--- src/design/set_union_intersection_assert.svh ---
// Assertion macros for the set union / intersection block.
`ifndef SET_UNION_INTERSECTION_ASSERT_SVH
`define SET_UNION_INTERSECTION_ASSERT_SVH

`ifndef SYNTHESIS

`define SUI_ASSERT_NOW(lbl, clk, rst_n, ante, cons) \
	lbl: assert property (@(posedge clk) disable iff (!rst_n) (ante) |-> (cons)) \
		else $error("sui assertion failed");

`define SUI_ASSERT_NEXT(lbl, clk, rst_n, ante, cons) \
	lbl: assert property (@(posedge clk) disable iff (!rst_n) (ante) |=> (cons)) \
		else $error("sui assertion failed");

`else

`define SUI_ASSERT_NOW(lbl, clk, rst_n, ante, cons)

`define SUI_ASSERT_NEXT(lbl, clk, rst_n, ante, cons)

`endif

`endif

--- src/design/sui_pkg.sv ---
package sui_pkg;

	localparam int DEF_TABLE_ENTRIES = 256;

	typedef enum logic [1:0] {
		CMD_A     = 2'd0,
		CMD_B     = 2'd1,
		CMD_CLEAR = 2'd2
	} cmd_t;

	localparam logic SET_UNION = 1'b0;
	localparam logic SET_INTER = 1'b1;

	localparam logic STAT_OK   = 1'b0;
	localparam logic STAT_FULL = 1'b1;

	typedef enum logic [1:0] {
		ST_IDLE,
		ST_CMP,
		ST_RED,
		ST_UPD
	} state_t;

	typedef struct packed {
		logic cmp;
		logic shift;
		logic set_a;
		logic set_inter;
		logic clear;
	} cell_ctl_t;

	typedef struct packed {
		logic signed [31:0] value;
		logic               occ;
		logic               from_a;
		logic               in_inter;
	} cell_data_t;

endpackage

--- src/design/sui_cell.sv ---
module sui_cell (
	input  logic                clk,
	input  logic                arst_n,
	input  sui_pkg::cell_ctl_t  ctl,
	input  logic signed [31:0]  key,
	input  sui_pkg::cell_data_t prev,
	output sui_pkg::cell_data_t cur,
	output logic                hit,
	output logic                emit
);

	logic signed [31:0] value_q;
	logic               occ_q;
	logic               from_a_q;
	logic               in_inter_q;
	logic               hit_q;

	always_ff @(posedge clk or negedge arst_n) begin
		if (!arst_n) begin
			occ_q <= 1'b0;
			hit_q <= 1'b0;
		end else begin
			if (ctl.clear) begin
				occ_q <= 1'b0;
			end else if (ctl.shift) begin
				occ_q <= prev.occ;
			end
			if (ctl.cmp) begin
				hit_q <= occ_q && (value_q == key);
			end
		end
	end

	always_ff @(posedge clk) begin
		if (ctl.shift) begin
			value_q    <= prev.value;
			from_a_q   <= prev.from_a;
			in_inter_q <= prev.in_inter;
		end else begin
			if (ctl.set_a && hit_q) begin
				from_a_q <= 1'b1;
			end
			if (ctl.set_inter && hit_q) begin
				in_inter_q <= 1'b1;
			end
		end
	end

	assign cur.value    = value_q;
	assign cur.occ      = occ_q;
	assign cur.from_a   = from_a_q;
	assign cur.in_inter = in_inter_q;
	assign hit          = hit_q;
	assign emit         = hit_q && from_a_q && !in_inter_q;

endmodule

--- config.mk ---
export PLATFORM = sky130hd
export DESIGN_NAME = sui_cell
export DESIGN_NICKNAME = d
export VERILOG_FILES = /design/src/design/set_union_intersection_assert.svh /design/src/design/sui_pkg.sv /design/src/design/sui_cell.sv
export SDC_FILE = /design/constraint.sdc
export NUM_CORES = 1
export LEC_CHECK = 0
export BUFFER_PORTS_ARGS = -buffer_cell sky130_fd_sc_hd__buf_2
export CAP_MARGIN = 20
export CORE_MARGIN = 3
export CORE_UTILIZATION = 40
export CTS_CLUSTER_DIAMETER = 30
export DETAILED_ROUTE_END_ITERATION = 10
export GPL_TIMING_DRIVEN = 0
export MAX_ROUTING_LAYER = met4
export PLACE_DENSITY = 0.86
export SLEW_MARGIN = 40
export SYNTH_ARGS = -nofsm -noshare
export SYNTH_HDL_FRONTEND = slang
export SYNTH_SLANG_ARGS = --single-unit
--- constraint.sdc ---
create_clock -name clk -period 1.8 [get_ports clk]
set_input_delay 0.18 -clock clk [delete_from_list [all_inputs] [get_ports clk]]
set_output_delay 0.18 -clock clk [all_outputs]
set_load 0.02 [all_outputs]
Word level (Yosys, flattened, before mapping)

Index checks and enable logic that the tools add are counted.
W data, S select, Z words.

Input bits: 74
Word-level logic and storage cells: 21
Output and inout bits: 37
Flip-flop bits (word level): 36

Reduce and logical (&&, ||, !) cells: 9
Multiplexer cells: 6
Equality and inequality tests: 1

Operators with widths:

| kind                | count |
|---|---|
| $eq A32 B32 Y1      | 1 |
| $mux W1             | 6 |
| $reduce_bool A2 Y1  | 3 |
| $logic_and A1 B1 Y1 | 5 |
| $logic_not A1 Y1    | 1 |

Depth between registers and ports, before layout

Depth after elaboration: 3
Mapped depth: 4
Depth with buffers taken out: 4

Worst setup path before layout

OpenSTA, ideal clock, no wires.

Path kind: reg2reg
Start: reg value_q[30]
End: reg hit_q (netlist: hit)
Cell stages (with the launch flop): 5
Period minus slack after synthesis: 1694 ps
Arrival time: 1602 ps
Setup slack: 106 ps
Path buffers: 0
Setup time: 92 ps
Required time: 1708 ps
Cells stage by stage: edfxtp_1 xor2_1 a211o_1 or4_1 o31ai_2

Cells in the longest elaborated chain, start to end: 2

Ends and longest elaborated chain:

| item                   | RTL line       | RTL |
|---|---|---|
| from (decl)            | sui_cell.sv:12 | `logic signed [31:0] value_q;` |
| from (signal assigned) | sui_cell.sv:36 | `value_q <= prev.value;` |
| $eq A32 B32 Y1         | sui_cell.sv:29 | `hit_q <= occ_q && (value_q == key);` |
| $logic_and A1 B1 Y1    | sui_cell.sv:29 |  |
| to (signal assigned)   | sui_cell.sv:29 |  |
| to (decl)              | sui_cell.sv:16 | `logic hit_q;` |

No other way between the ends.
A chain may end at the register's enable or synchronous reset.

Worst setup path after layout

Ends and elaborated chain as after synthesis.

==> key figures <==
Timing
  – WHS: 47.9 ps
  – Fin crit period: 1670 ps
  – Setup WS post-layout: 129 ps
  – FMAX: 598 MHz
  – Clock skew: 2.45 ps
  – Slew Viols, Final: 0
  – Actual slew at the worst max-slew pin: 403 ps
  – Setup_tns: 0 ps
  – Part of the cycle the worst path needs: 0.928
  – RSZ-0062 raised after global routing: false
  – Final setup fails: 0
  – Final hold violation count: 0
  – Slew headroom: 0.731

Logic synthesis
  – Library cells used by synthesis: 18
  – Seq cells post-synth: 36
  – Post-synthesis cell count: 93
  – Ys Warns: 0
  – Cell Area, Synth: 0.00151 mm2
  – Seq/Total Area, Yosys: 0.707
  – Syn avg cell area: 16.3 um2
  – Net Count, Synth: 167

Placed design
  – Pre-CTS setup slack: 126 ps
  – IO buf count: 110
  – Placed cell count: 249
  – Gpl congestion: 0.697

Critical path
  – Critical path depth in cells: 4
  – Crit path launch type: register
  – R2r endpoint: hit
  – Worst reg2reg setup slack: 130 ps
  – CP endpoint kind: register
  – Slowest CP cell: or4_1
  – Max stage delay on crit path: 530 ps
  – Req. time, crit path: 1980 ps
  – Worst reg2reg startpoint: value_q[30]
  – CP bufs+invs: 0
  – Worst Setup SP: value_q[30]
  – Delay-heaviest family, CP: simple AND/OR/NAND/NOR gates
  – Crit path to: hit
  – Critical-path maximum fanout: 2
  – Worst EP arrival: 1850 ps
  – Register-to-Register Path Depth: 4
  – Type of the worst setup path: reg2reg
  – Worst path cell trace: xor2_1 > a211o_1 > or4_1 > o31ai_2

Final layout
  – Most frequent cells in the layout: buf_2 (110), edfxtp_1 (34), xor2_1 (17)
  – Fraction of layout cells with a size suffix above 1: 0.577
  – ANT cells: 0
  – FILL cells: 284
  – Final non-filler cell total: 259
  – Nets: 286
  – Commonest non-fill, non-tap cell in the layout: buf_2
  – Area Overhead vs Synth: 50.0%

Pwr
  – Static Leak: 1.03 nW
  – Final Power: 2.04 mW
  – VDD IR-drop max: 0.641 mV
  – Power Density: 900 mW/mm2

CTS
  – Root Buffer: clkbuf_8
  – Worst-skew pair later-pin latency: 270 ps
  – CTS clk-pin slew, worst paths: 70 ps
  – Clock sinks: 36
  – Cts bufs inserted: 5
  – Max Root-Sink Buffers: 2
  – CTS tree: built
  – H-tree Lvls: 2
  – Post-cts resize count: 0

Global routing
  – Overflow after GRT: 0
  – Pin count of the biggest net entering global routing: 38
  – Initial antenna violation count: 0
  – First-pass GRT wire length: 4.82 mm
  – GR Util All Layers: 0.147
  – Number of global-route vias before repair: 1206

Die
  – Die span in y: 67.5 um
  – Core footprint: 0.00349 mm2
  – Initial Util: 0.433
  – Site Rows: 21
  – Ports: 111
  – Die area: 0.00456 mm2
  – Die Wd: 67.5 um

Run
  – Total of max-cap violations: 0

Outcome
  – Outcome: completed

Drt
  – Total wire length: 3.38 mm
  – Pre-antenna DRT Iters: 4
  – Via count: 1165
  – Iteration-0 DRC Markers: 19
  – Residual DRC: 0
  – Vias/cell: 4.50
  – ANT nets after route: 0
  – Routed len/inst: 13.1 um

Min path
  – Worst hold path type: in2reg
routing by layer:
metal / vias up / wire, um / GRT usage
met1: 534 / 1140 / 0.136
met4: 0 / 22 / 0.0532
met5: - / 0 / -
li1: 577 / - / -
met3: 2 / 325 / 0.0449
met2: 52 / 1900 / 0.281
Yosys cell counts:
library cell	instances	area, um2
a211o_1	1	8.76
a21o_1	2	15.0
buf_4	3	22.5
clkinv_1	1	3.75
dfrtp_1	2	50.1
edfxtp_1	34	1020
mux2i_1	1	10.0
nand2_1	2	7.51
nand2b_1	3	18.8
nand3_1	1	5.00
nand4_1	3	18.8
nor2_1	2	7.51
nor4_1	4	25.0
o2111ai_1	1	8.76
o31ai_2	1	12.5
or4_1	1	7.51
xnor2_1	14	123
xor2_1	17	149
cell families after synthesis:
logic type	count (synthesis)	share of synthesized area
AO/OA/AOI/OAI	5	0.0297
XOR/XNOR	31	0.179
buffers and inverters	4	0.0174
flip-flops	36	0.707
multiplexers	1	0.00661
AND/OR/NAND/NOR	16	0.0595
where the power goes:
part           internal [mW]  switching, mW  total, mW  leakage (nW)
clock network          0.409          0.269      0.678        0.0541
registers              0.990         0.0394       1.03         0.360
logic                  0.161          0.176      0.337         0.613
stage by stage:
step	utilization	cell area (um2)
final	0.650	2270
after global routing	0.650	2270
after CTS	0.642	2240
after detailed placement	0.607	2120
after global placement	0.607	2120
after floorplan	-	1510
registers in the layout, indices dropped and copies added (netlist names):
| signal | cells |
|---|---|
| from_a_q | 1 |
| in_inter_q | 1 |
| hit | 1 |
| value_q | 32 |
| occ_q | 1 |
cell type report:
class,count,area (um2),area share
Clock inverter,3,42.5,0.0187
Sequential cell,36,1070,0.472
Timing Repair Buffer,112,588,0.259
Buffer,3,22.5,0.00992
Multi-Input combinational cell,53,417,0.183
Tap cell,46,57.6,0.0253
Clock buffer,5,68.8,0.0303
Inverter,1,3.75,0.00165
how the worst min path moves through the flow:
stage | to | start | depth (start not counted) | slack (ps)
2_1_floorplan | hit | arst_n | 0 | -120
3_3_place_gp | occ_q | arst_n | 1 | -30
3_5_place_dp | occ_q | arst_n | 1 | -30
4_1_cts | occ_q | ctl[0] | 2 | 40
5_1_grt | occ_q | ctl[0] | 2 | 40
6_report | occ_q | ctl[0] | 2 | 50
timing repair:
action / in CTS / in global routing
setup buffers: 0 / 0
hold buffers: 1 / 0
endpoints found under the hold margin: 2 / 0
Note: power is estimated with default switching activity, not from simulation.
